$ cat src/rtl/mjsd_pkg.sv
// ----------------------------------------------------------------------------
// mjsd_pkg
// Shared types and constants of the mjpeg stream deframer.
// ----------------------------------------------------------------------------
package mjsd_pkg;

  // byte offset of the first status digit in the response
  localparam logic [12:0] STATUS_OFFSET = 13'd9;

  localparam logic [12:0] HDR_SAT    = 13'h1fff;
  localparam logic [9:0]  STATUS_SAT = 10'h3ff;
  localparam logic [16:0] LEN_SAT    = 17'h1ffff;
  localparam logic [9:0]  STATUS_OK  = 10'd200;

  // configuration register indexes
  localparam logic [1:0] CFG_MIN_LEN  = 2'd0;
  localparam logic [1:0] CFG_MAX_LEN  = 2'd1;
  localparam logic [1:0] CFG_HDR_LIM  = 2'd2;

  localparam logic [15:0] MIN_LEN_RST = 16'd100;
  localparam logic [16:0] MAX_LEN_RST = 17'd51200;
  localparam logic [12:0] HDR_LIM_RST = 13'd1024;

  // verdict codes
  localparam logic [2:0] VERDICT_OK        = 3'd0;
  localparam logic [2:0] VERDICT_TOO_SMALL = 3'd1;
  localparam logic [2:0] VERDICT_TOO_LARGE = 3'd2;
  localparam logic [2:0] VERDICT_BAD_STAT  = 3'd3;
  localparam logic [2:0] VERDICT_OVERRUN   = 3'd4;

  // stream bytes of interest
  localparam logic [7:0] BYTE_CR  = 8'h0d;
  localparam logic [7:0] BYTE_LF  = 8'h0a;
  localparam logic [7:0] BYTE_FF  = 8'hff;
  localparam logic [7:0] BYTE_SOI = 8'hd8;
  localparam logic [7:0] BYTE_EOI = 8'hd9;
  localparam logic [7:0] BYTE_D0  = 8'h30;
  localparam logic [7:0] BYTE_D9  = 8'h39;

  typedef enum logic [3:0] {
    PH_HEADER = 4'b0001,
    PH_HUNT   = 4'b0010,
    PH_FRAME  = 4'b0100,
    PH_HALT   = 4'b1000
  } phase_t;

  typedef struct packed {
    logic [15:0] min_len;
    logic [16:0] max_len;
    logic [12:0] hdr_lim;
  } cfg_t;

  typedef struct packed {
    logic [7:0] frame_byte;
    logic       frame_start;
    logic       frame_end;
    logic [2:0] verdict;
  } res_t;

  // results caused by one stream byte
  typedef struct packed {
    logic [1:0] cnt;
    res_t       res0;
    res_t       res1;
  } res_pair_t;

endpackage

$ cat src/rtl/mjsd_core.sv
// ----------------------------------------------------------------------------
// mjsd_core
// Header parser and SOI/EOI frame cutter; one stream byte per accept.
// ----------------------------------------------------------------------------
module mjsd_core import mjsd_pkg::*; (
  input  logic       clk,
  input  logic       rst_n,
  input  logic       byte_vld,
  input  logic [7:0] byte_in,
  input  cfg_t       cfg,
  output res_pair_t  results
);

  phase_t      phase_r, phase_nxt;
  logic [1:0]  term_r, term_nxt;
  logic [12:0] hdr_cnt_r, hdr_cnt_nxt;
  logic [9:0]  status_r, status_nxt;
  logic        status_done_r, status_done_nxt;
  logic        prev_ff_r, prev_ff_nxt;
  logic [16:0] flen_r, flen_nxt;

  logic        is_digit;
  logic [13:0] st_mul;
  logic        hdr_done;

  assign is_digit = (byte_in >= BYTE_D0) && (byte_in <= BYTE_D9);
  // status * 10 + digit
  assign st_mul = ({4'd0, status_r} << 3) + ({4'd0, status_r} << 1)
                  + {10'd0, byte_in[3:0]};

  always_comb begin
    phase_nxt       = phase_r;
    term_nxt        = term_r;
    hdr_cnt_nxt     = hdr_cnt_r;
    status_nxt      = status_r;
    status_done_nxt = status_done_r;
    prev_ff_nxt     = prev_ff_r;
    flen_nxt        = flen_r;
    hdr_done        = 1'b0;
    results         = '0;

    case (phase_r)
      PH_HEADER: begin
        if (!status_done_r && (hdr_cnt_r >= STATUS_OFFSET)) begin
          if (is_digit) begin
            status_nxt = (st_mul > {4'd0, STATUS_SAT}) ? STATUS_SAT : st_mul[9:0];
          end else begin
            status_done_nxt = 1'b1;
          end
        end
        if (hdr_cnt_r != HDR_SAT) hdr_cnt_nxt = hdr_cnt_r + 13'd1;

        // cr lf cr lf matcher
        if (byte_in == BYTE_CR) begin
          term_nxt = (term_r == 2'd2) ? 2'd3 : 2'd1;
        end else if (byte_in == BYTE_LF) begin
          if (term_r == 2'd1) term_nxt = 2'd2;
          else begin
            hdr_done = (term_r == 2'd3);
            term_nxt = 2'd0;
          end
        end else begin
          term_nxt = 2'd0;
        end

        if (hdr_done) begin
          if (status_nxt != STATUS_OK) begin
            phase_nxt            = PH_HALT;
            results.cnt          = 2'd1;
            results.res0.frame_end = 1'b1;
            results.res0.verdict = VERDICT_BAD_STAT;
          end else begin
            phase_nxt   = PH_HUNT;
            prev_ff_nxt = 1'b0;
          end
        end else if (hdr_cnt_nxt >= cfg.hdr_lim) begin
          phase_nxt            = PH_HALT;
          results.cnt          = 2'd1;
          results.res0.frame_end = 1'b1;
          results.res0.verdict = VERDICT_OVERRUN;
        end
      end
      PH_HUNT: begin
        if (prev_ff_r && (byte_in == BYTE_SOI)) begin
          results.cnt              = 2'd2;
          results.res0.frame_byte  = BYTE_FF;
          results.res0.frame_start = 1'b1;
          results.res1.frame_byte  = BYTE_SOI;
          flen_nxt    = 17'd2;
          prev_ff_nxt = 1'b0;
          phase_nxt   = PH_FRAME;
        end else begin
          prev_ff_nxt = (byte_in == BYTE_FF);
        end
      end
      PH_FRAME: begin
        if (flen_r != LEN_SAT) flen_nxt = flen_r + 17'd1;
        results.cnt             = 2'd1;
        results.res0.frame_byte = byte_in;
        if (prev_ff_r && (byte_in == BYTE_EOI)) begin
          results.res0.frame_end = 1'b1;
          if (flen_nxt > cfg.max_len) results.res0.verdict = VERDICT_TOO_LARGE;
          else if (flen_nxt < {1'b0, cfg.min_len})
            results.res0.verdict = VERDICT_TOO_SMALL;
          else results.res0.verdict = VERDICT_OK;
          prev_ff_nxt = 1'b0;
          phase_nxt   = PH_HUNT;
        end else begin
          prev_ff_nxt = (byte_in == BYTE_FF);
        end
      end
      PH_HALT: begin
        // bytes ignored until reset
      end
      default: begin
        phase_nxt = PH_HALT;
      end
    endcase

    if (!byte_vld) results.cnt = 2'd0;
  end

  always_ff @(posedge clk) begin
    if (!rst_n) begin
      phase_r       <= PH_HEADER;
      term_r        <= 2'd0;
      hdr_cnt_r     <= 13'd0;
      status_r      <= 10'd0;
      status_done_r <= 1'b0;
      prev_ff_r     <= 1'b0;
      flen_r        <= 17'd0;
    end else if (byte_vld) begin
      phase_r       <= phase_nxt;
      term_r        <= term_nxt;
      hdr_cnt_r     <= hdr_cnt_nxt;
      status_r      <= status_nxt;
      status_done_r <= status_done_nxt;
      prev_ff_r     <= prev_ff_nxt;
      flen_r        <= flen_nxt;
    end
  end

endmodule

$ cat src/rtl/mjsd_outq.sv
// ----------------------------------------------------------------------------
// mjsd_outq
// Four-entry result queue; takes up to two results per cycle, emits one when pop_rdy is high.
// ----------------------------------------------------------------------------
module mjsd_outq import mjsd_pkg::*; (
  input  logic      clk,
  input  logic      rst_n,
  input  res_pair_t push,
  output logic      room,
  output logic      pop_vld,
  input  logic      pop_rdy,
  output res_t      pop_data
);

  res_t       mem [4];
  logic [1:0] wp_r, wp_nxt;
  logic [1:0] rp_r, rp_nxt;
  logic [2:0] cnt_r, cnt_nxt;
  logic       pop;

  assign room     = (cnt_r <= 3'd2);
  assign pop_vld  = (cnt_r != 3'd0);
  assign pop      = pop_vld && pop_rdy;
  assign pop_data = mem[rp_r];

  always_comb begin
    wp_nxt  = wp_r + push.cnt;
    rp_nxt  = rp_r + {1'b0, pop};
    cnt_nxt = cnt_r + {1'b0, push.cnt} - {2'd0, pop};
  end

  always_ff @(posedge clk) begin
    if (push.cnt != 2'd0) mem[wp_r] <= push.res0;
    if (push.cnt == 2'd2) mem[wp_r + 2'd1] <= push.res1;
  end

  always_ff @(posedge clk) begin
    if (!rst_n) begin
      wp_r  <= 2'd0;
      rp_r  <= 2'd0;
      cnt_r <= 3'd0;
    end else begin
      wp_r  <= wp_nxt;
      rp_r  <= rp_nxt;
      cnt_r <= cnt_nxt;
    end
  end

endmodule

$ cat src/rtl/mjpeg_stream_deframer.sv
// ----------------------------------------------------------------------------
// mjpeg_stream_deframer
// Cuts JPEG frames (SOI through EOI) out of an MJPEG-over-HTTP byte stream.
// ----------------------------------------------------------------------------
// One input word is one byte of the HTTP response. The block takes one byte
// per cycle: the header parser and frame cutter update their state in the
// cycle the byte is accepted and drop the resulting words into a four-entry
// output queue. A byte gives at most one output word, except the D8 of an
// SOI which gives two (FF then D8), so in_tready falls only when the queue
// holds more than two words; with out_tready high the sustained rate is one
// byte per cycle. A bad status (not 200) or a header that reaches
// header_limit without CR LF CR LF gives a single error word and halts the
// block until reset. There is no clearing pass after reset. Configuration
// should be written while the stream is idle.
// ----------------------------------------------------------------------------
module mjpeg_stream_deframer import mjsd_pkg::*; (
  input  logic        clk,
  input  logic        rst_n,
  // configuration write port
  input  logic        cfg_we,
  input  logic [1:0]  cfg_idx,
  input  logic [16:0] cfg_wdata,
  // input stream
  input  logic        in_tvalid,
  output logic        in_tready,
  input  logic [7:0]  in_tdata,   // [7:0] stream_byte
  // result stream
  output logic        out_tvalid,
  input  logic        out_tready,
  output logic [7:0]  out_tdata,  // [7:0] frame_byte
  output logic        out_tlast,  // frame_end
  output logic [3:0]  out_tuser   // [0] frame_start, [3:1] verdict
);

  cfg_t      cfg_r;
  res_pair_t results;
  res_t      head;
  logic      accept;

  assign accept = in_tvalid && in_tready;

  // configuration registers, unknown indexes ignored
  always_ff @(posedge clk) begin
    if (!rst_n) begin
      cfg_r.min_len <= MIN_LEN_RST;
      cfg_r.max_len <= MAX_LEN_RST;
      cfg_r.hdr_lim <= HDR_LIM_RST;
    end else if (cfg_we) begin
      case (cfg_idx)
        CFG_MIN_LEN: cfg_r.min_len <= cfg_wdata[15:0];
        CFG_MAX_LEN: cfg_r.max_len <= cfg_wdata;
        CFG_HDR_LIM: cfg_r.hdr_lim <= cfg_wdata[12:0];
        default: begin
        end
      endcase
    end
  end

  // parser and frame cutter
  mjsd_core u_core (
    .clk      (clk),
    .rst_n    (rst_n),
    .byte_vld (accept),
    .byte_in  (in_tdata),
    .cfg      (cfg_r),
    .results  (results)
  );

  // output queue parts the two handshakes
  mjsd_outq u_outq (
    .clk      (clk),
    .rst_n    (rst_n),
    .push     (results),
    .room     (in_tready),
    .pop_vld  (out_tvalid),
    .pop_rdy  (out_tready),
    .pop_data (head)
  );

  assign out_tdata = head.frame_byte;
  assign out_tlast = head.frame_end;
  assign out_tuser = {head.verdict, head.frame_start};

endmodule

$ cat config.mk
export PLATFORM = sky130hd
export DESIGN_NAME = mjpeg_stream_deframer
export DESIGN_NICKNAME = d
export VERILOG_FILES = /design/src/rtl/mjsd_pkg.sv /design/src/rtl/mjsd_core.sv /design/src/rtl/mjsd_outq.sv /design/src/rtl/mjpeg_stream_deframer.sv
export SDC_FILE = /design/constraint.sdc
export NUM_CORES = 1
export LEC_CHECK = 0
export ABC_AREA = 1
export BUFFER_PORTS_ARGS = -buffer_cell sky130_fd_sc_hd__buf_2
export CORE_MARGIN = 10
export CORE_UTILIZATION = 45
export DETAILED_ROUTE_END_ITERATION = 12
export GPL_TIMING_DRIVEN = 0
export PLACE_DENSITY = 0.71
export SLEW_MARGIN = 0
export SYNTH_ARGS = -nofsm -noshare
export SYNTH_HDL_FRONTEND = slang
export SYNTH_HIERARCHICAL = 1
export SYNTH_SLANG_ARGS = --single-unit
$ cat constraint.sdc
create_clock -name clk -period 4.4 [get_ports clk]
set_input_delay 0 -clock clk [delete_from_list [all_inputs] [get_ports clk]]
set_output_delay 0 -clock clk [all_outputs]
set_load 0.005 [all_outputs]
==> run metrics, run 1 <==
Inst Count DP roughly 1700; Nets roughly 1600; switching pwr 2.052 mW; Die Ht roughly 170 um; Ant. Diodes 0; Yosys reg bits roughly 150; CP Capture Type flip-flop; htree depth 4; CP Class flip-flop to flip-flop; post-route cell area between 0.01 and 0.015 sq mm; worst endpoint required time ~4.5 ns; reg-to-reg startpoint u_core/hdr_cnt_r[0]; top-area cell type share of the netlist area 20.20%; Worst-Margin Slew 0.5753 ns; initial core utilization about 46%; Clock Sinks between 150 and 200; Tmin final roughly 4.2 ns; Synth Warn # 6; Total Routing Usage GR between 10% and 20%; I/O Buffers 45; CP Launch Point u_core/hdr_cnt_r[0]; Final Hold Viols 0; initial antenna violation count 0; Via density about 5.1; Max rail drop VDD about 0.46 mV; Post-Place Worst Slack -1.465 ns; status complete, no violations; Placer Congestion 0.8785; fin util between 50% and 60%; layout cells sized above 1 between 10% and 20%; wire length per cell around 14 um; worst setup margin ~0.20 ns; first-pass GRT wire length between 40 and 50 mm; crit start category flip-flop; Worst Skew 0.008204 ns; power share of the sequential group about a third; Slew Viols, Final 0; Pwr per Cell Area between 400 and 500 mW/mm^2; die width around 170 um; DR pass1 iterations 6; CTS root buf clkbuf_16; die area roughly 0.029 sq mm; Row Count 54; Clock power frac about 30%; TritonCTS clock tree yes; Critical Path AT ~4.3 ns; Leak 5.467 nW; number of global-route vias before repair between 8000 and 9000; Synth Cell Area 0.01001 sq mm; Layout area overhead 19.40%; antenna-violating nets left 0; top cells by area, synth dfxtp_1, edfxtp_1, nand2_1; total grt overflow 0; Primary FF master, synth dfxtp_1; Hold Path Origin in_tdata[0]; Ports 47; DRC viols 0; Clock Latency Late Sink about 0.43 ns; Reg area approximately 0.0036 sq mm; Comb power frac 37.1%; async set-reset flop share out of synthesis 0%; post-DP HPWL 18.99 mm; CTS Buf Count 17; Layout Cells excl Fill 1803; CP Max Fanout 10; Fillers approximately 2000; cell taking the most area after synthesis dfxtp_1; clk buf depth 2; post-synthesis sequential area ratio a little over a third; Vias 9207; Post-synth EDFFs 52; fmax 238.1 MHz; Avg Cell Area, Syn roughly 7.2 sq um; area of the multi-input gates 0.005449 sq mm; Final period util roughly 95%; switching portion of total power between 30 and 40%; max_cap viols 0; largest net degree at the start of global routing 17; post-synth cell types 49; final WL 26.09 mm; DR iter-0 viols between 600 and 700; Clock Pin Slew Worst Setup and Hold Paths around 0.070 ns; Synth Instances between 1000 and 1500; Slew headroom 61.24%; core box area 0.02182 sq mm; DP Area 0.01064 sq mm; Finish-stage setup viols 0; worst hold path class input pin to flip-flop; Int Power 3.416 mW
[power by group through the flow]
stage	combinational [mW]	sequential (mW)	clock (mW)
after floorplan	1.39	1.79	0
after global placement	1.80	1.83	0
after detailed placement	1.84	1.83	0
after CTS	1.96	1.80	1.64
after global routing	2.30	1.83	1.70
final	2.03	1.81	1.63
[cells in the final DEF, fill, tap and decap left out, types with 7 or more instances in the layout]
cell / netlist / routed
a21oi_1: 91 / 86
buf_2: 14 / 59
buf_4: 14 / 37
clkbuf_1: 17 / 17
clkbuf_16: 0 / 19
conb_1: 1 / 9
dfxtp_1: 101 / 99
dlygate4sd3_1: 0 / 24
edfxtp_1: 52 / 52
ha_1: 70 / 68
inv_1: 216 / 214
inv_2: 4 / 7
nand2_1: 298 / 297
nand3_1: 54 / 52
nand3_2: 8 / 9
nand4_1: 19 / 19
nor2_1: 169 / 165
nor2_2: 6 / 11
nor3_1: 23 / 21
o21ai_0: 71 / 68
o21ai_1: 23 / 26
o21ai_2: 33 / 33
o22ai_1: 13 / 13
xnor2_1: 10 / 9
xor2_1: 15 / 14
[layer usage]
layer,GRT usage (%),routed length (um)
met5,0,0
met1,22.99,11900
met3,3.335,1557
met4,5.441,534
met2,28.75,12100
[final cells by class]
type	instances	share of cell area, %
Multi-Input combinational cell	962	45.59
Sequential cell	153	30.00
Inverter	222	6.993
Timing Repair Buffer	96	6.009
Clock buffer	21	4.208
Buffer	58	2.973
Tap cell	280	2.931
Clock inverter	11	1.298
[timing repair]
action,CTS,global route
gates cloned,1,0
pin swaps,8,23
endpoints found under the hold margin,53,0
gates resized for setup,12,27
hold buffers,24,0
setup endpoints to repair,109,107
setup buffers,11,16
[Yosys cell counts (2+ instances only)]
master,n
o211ai_1,3
nand2_1,298
inv_1,216
clkbuf_1,17
nor4_1,3
buf_2,14
nand3_1,54
nand2_2,4
nor2_1,169
buf_1,5
inv_2,4
nand3_2,8
o21ai_1,23
buf_6,6
ha_1,70
a211oi_1,5
a21oi_1,91
nor2_2,6
nor3_1,23
xnor2_1,10
and2_1,2
o21ai_0,71
or2_2,6
o21ai_2,33
buf_8,2
o31ai_1,4
buf_4,14
fa_1,3
xor2_1,15
o21a_1,2
edfxtp_1,52
o22ai_1,13
nand3_4,4
nand4_1,19
nor3_2,3
dfxtp_1,101
[worst max-delay path: stages (launching register included)]
cell and delay, ns:
dfxtp_2 0.34, ha_1 0.21, inv_2 0.07, nor3_1 0.05, nand3_1 0.14, inv_2 0.07
nand3_4 0.08, inv_2 0.08, nor3_4 0.24, nand3_2 0.14, nor3_2 0.20, xor2_1 0.21
ha_1 0.30, a21oi_2 0.14, o21ai_1 0.08, a21oi_2 0.17, o311ai_4 0.14, nor2_1 0.13
inv_1 0.06, nand2_2 0.10, a21oi_4 0.11, nor2_8 0.23, nand3_4 0.13, buf_6 0.19
o31ai_4 0.08, buf_4 0.21
[final timing paths]
path	end	slack (ns)	depth (start not counted)
worst max register to register	u_outq/mem[3][12]	0.20	25
worst max-delay path	u_outq/mem[3][12]	0.20	25
worst min-delay path	u_core/status_r[0]	0.05	5
worst min register to register	u_core/flen_r[15]	0.47	2
[flip-flops by register name (all words and copies together) (netlist names)]
name,flops
u_outq/cnt_r,3
u_outq/rp_r,2
u_core/prev_ff_r,1
u_core/term_r,2
u_core/status_done_r,1
u_core/flen_r,17
u_core/hdr_cnt_r,13
u_core/status_r,10
u_outq/wp_r,2
cfg_r,46
u_core/phase_r,4
u_outq/mem,52
[kinds of logic (layout without fill, tap and decap cells)]
family | after synthesis | count (layout) | share of synthesized area (%)
buffers and inverters | 280 | 408 | 11.90
DFF | 153 | 153 | 35.80
xor gates and xnor gates | 25 | 25 | 2.187
and+or+nand+nor | 606 | 607 | 26.48
adders and majority gates | 73 | 73 | 9.349
AOI/OAI and AO/OA | 248 | 248 | 14.25
other | 1 | 9 | 0.03746
[per-stage QoR]
| stage | setup TNS, ns | hold slack [ns] | power, mW |
|---|---|---|---|
| 2_1_floorplan | -3.667 | 0.09345 | 3.172 |
| 3_3_place_gp | -85.04 | 0.2485 | 3.628 |
| 3_5_place_dp | -88.85 | 0.2510 | 3.670 |
| 4_1_cts | 0 | 0.03939 | 5.409 |
| 5_1_grt | -1.162 | 0.09909 | 5.833 |
| 6_report | 0 | 0.05398 | 5.468 |
Note: power is estimated with default switching activity, not from simulation.
==> inputs of run 2 (changes only) <==
--- a/config.mk
+++ b/config.mk
@@ -7,6 +7,7 @@
 export LEC_CHECK = 0
 export ABC_AREA = 1
 export BUFFER_PORTS_ARGS = -buffer_cell sky130_fd_sc_hd__buf_2
+export CORE_ASPECT_RATIO = 0.7
 export CORE_MARGIN = 10
 export CORE_UTILIZATION = 45
 export DETAILED_ROUTE_END_ITERATION = 12
==> constraint.sdc (replaced) <==
create_clock -name clk -period 4.4 [get_ports clk]
set_input_delay 0 -clock clk [delete_from_list [all_inputs] [get_ports clk]]
set_output_delay 0 -clock clk [all_outputs]
set_load 0.05 [all_outputs]
==> run metrics, run 2 (same netlist as run 1, synthesis figures left out) <==
CP peak stage delay 0.35 ns (was 0.34 ns); layout cells sized above 1 18.39% (was 16.02%); final WL 28.21 mm (was 26.09 mm); commonest non-fill, non-tap cell in the layout nand2_1 (unchanged); CP Class flip-flop to flip-flop (unchanged); reg-to-reg startpoint u_core/hdr_cnt_r[0] (unchanged); busiest grt layer met2 (unchanged); FF-to-FF setup slack 0.18 ns (was 0.20 ns); hold path depth 5 (unchanged); largest net degree at the start of global routing 17 (unchanged); CP Max Fanout 8 (was 10); crit start category flip-flop (unchanged); Row Count 45 (was 54); Clock Latency Late Sink 0.43 ns (about the same); commonest cells after routing, fill and taps aside nand2_1, inv_1, nor2_1 (unchanged); status complete, no violations (unchanged); Leak 5.551 nW (was 5.467 nW); Critical Path AT 4.37 ns (was 4.34 ns); CP Capture Type flip-flop (unchanged); initial antenna violation count 0 (unchanged); Final period util 95.95% (was 95.45%); CTS Buf Count 17 (unchanged); met3 GRT Util 3.483% (was 3.335%); GR met1 Demand/Resource 27.93% (was 22.99%); I/O Buffers 45 (unchanged); Nets 1631 (was 1615); clk buf depth 2 (unchanged); post-DP HPWL 19.87 mm (was 18.99 mm); antenna-violating nets left 0 (unchanged); DRC viols 0 (unchanged); initial core utilization 45.94% (was 45.87%); wire length per cell 15.49 um (was 14.47 um); CTS root buf clkbuf_16 (unchanged); die width 198.3 um (was 169.2 um); worst endpoint required time 4.55 ns (was 4.54 ns); Placer Congestion 0.9036 (was 0.8785); Ports 47 (unchanged); Fillers 1970 (was 1962); Pwr per Cell Area 475.1 mW/mm^2 (was 457.5 mW/mm^2); Layout area overhead 21.92% (was 19.40%); Tmin final 4.222 ns (was 4.200 ns); routing usage on met2 29.04% (was 28.75%); fmax 236.9 MHz (was 238.1 MHz); area of the multi-input gates 0.005584 sq mm (was 0.005449 sq mm); Slew headroom 45.37% (was 61.24%); Slowest cell on crit path dfxtp_4 (was dfxtp_2); Worst R2R Path Depth 26 (was 25); Worst Skew 0.008016 ns (was 0.008204 ns); Via density 5.261 (was 5.106); CP Depth 26 (was 25); cell mode on critical path nand3_2 (was inv_2); total grt overflow 0 (unchanged); Worst-Margin Slew 0.8108 ns (was 0.5753 ns); die area 0.02871 sq mm (was 0.02861 sq mm); post-route cell area 0.01221 sq mm (was 0.01195 sq mm); Final Hold Viols 0 (unchanged); FF-to-FF End u_outq/mem[0][11] (was u_outq/mem[3][12]); Power, Total 5.799 mW (was 5.468 mW); Reg area 0.003593 sq mm (was 0.003586 sq mm); Hold Path Origin in_tdata[0] (unchanged); Die Ht 144.8 um (was 169.2 um); family with the most delay on the worst path simple AND/OR/NAND/NOR gates (unchanged); htree depth 4 (unchanged); Slew Viols, Final 0 (unchanged); Clock Sinks 153 (unchanged); Vias 9581 (was 9207); Max rail drop VDD 0.3380 mV (was 0.4550 mV); DP Area 0.01065 sq mm (was 0.01064 sq mm); max reg flops 52 (unchanged); max_cap viols 0 (unchanged); Total Routing Usage GR 19.46% (was 17.59%); Ant. Diodes 0 (unchanged); core box area 0.02179 sq mm (was 0.02182 sq mm); first-pass GRT wire length 44.62 mm (was 41.88 mm); Clock Pin Slew Worst Setup and Hold Paths 0.07 ns (about the same); biggest regs u_outq/mem: 52 flops, cfg_r: 46 flops, u_core/flen_r: 17 flops (unchanged); DR pass1 iterations 5 (was 6); Hold Crit Endpoint u_core/status_r[0] (unchanged); CP bufs+invs 8 (was 6); DR iter-0 viols 948 (was 676); Largest Register u_outq/mem (unchanged); number of global-route vias before repair 8796 (was 8497); Finish-stage setup viols 0 (unchanged); worst hold path class input pin to flip-flop (unchanged); TritonCTS clock tree yes (unchanged)
[run 2: metal layers]
metal  vias up  routed length [um]
li1       4759                   -
met1      4408               13650
met2       362               11900
met3        52                2153
met4         0                 509
met5         -                   0
[run 2: worst max path at each step]
stage / from / end / slack (ns)
2_1_floorplan: u_core/hdr_cnt_r[0] / u_outq/mem[0][0] / -0.07
3_3_place_gp: u_core/hdr_cnt_r[0] / u_outq/mem[0][9] / -1.47
3_5_place_dp: u_core/hdr_cnt_r[0] / u_outq/mem[3][9] / -1.48
4_1_cts: u_core/status_r[0] / u_outq/mem[0][12] / 0.00009
5_1_grt: u_core/hdr_cnt_r[0] / u_outq/mem[0][11] / -0.06
6_report: u_core/hdr_cnt_r[0] / u_outq/mem[0][11] / 0.18
[run 2: repair_timing]
action / 4_1_cts / 5_1_grt
endpoints found under the setup margin: 109 / 107
endpoints found under the hold margin: 54 / 0
buffers inserted: 10 / 31
resized for setup: 14 / 71
pin swaps: 7 / 31
cloned: 1 / 1
hold buffers: 23 / 0
[run 2: where the power goes]
| group | switching (mW) | total, mW | internal, mW |
|---|---|---|---|
| combinational | 1.63 | 2.46 | 0.837 |
| clock | 0.626 | 1.52 | 0.893 |
| sequential | 0.149 | 1.82 | 1.67 |
[run 2: layout make-up]
cell class / instances / area share, %
inverter: 222 / 6.868
timing repair buffer: 112 / 7.145
buffer: 58 / 3.096
clock buffer: 21 / 3.608
tap: 282 / 2.891
multi-input combinational: 962 / 45.75
sequential: 153 / 29.44
clock inverter: 11 / 1.199
[run 2: worst register-to-register path, cell delays in order, from the launching register on]
cell and delay [ns]:
dfxtp_4 0.35, ha_2 0.18, inv_2 0.07, nor3_2 0.05, nand3_2 0.11, inv_2 0.06
nand3_4 0.08, inv_4 0.06, nor3_4 0.22, nand3_2 0.16, nor2_4 0.15, nand3_2 0.09
xor2_2 0.20, ha_1 0.32, nand2_1 0.06, inv_1 0.06, nand4_1 0.14, o311ai_4 0.32
nor2_1 0.09, inv_1 0.07, nand2_2 0.07, a21oi_4 0.17, buf_12 0.14, buf_12 0.10
nor2_4 0.06, o31ai_4 0.34, buf_6 0.20
[run 2: stage by stage]
step / cells / TNS [ns] / worst slack (ns) / utilization (%) / hold WS, ns
after floorplan: 1394 / -3.667 / -0.07054 / - / 0.09345
after global placement: 1721 / -93.19 / -1.474 / 48.83 / 0.2389
after detailed placement: 1723 / -90.11 / -1.480 / 48.89 / 0.2346
after CTS: 1789 / 0 / 0.00008882 / 53.53 / 0.03138
after global routing: 1821 / -1.520 / -0.06052 / 56.01 / 0.1210
final: 1821 / 0 / 0.1784 / 56.01 / 0.04657
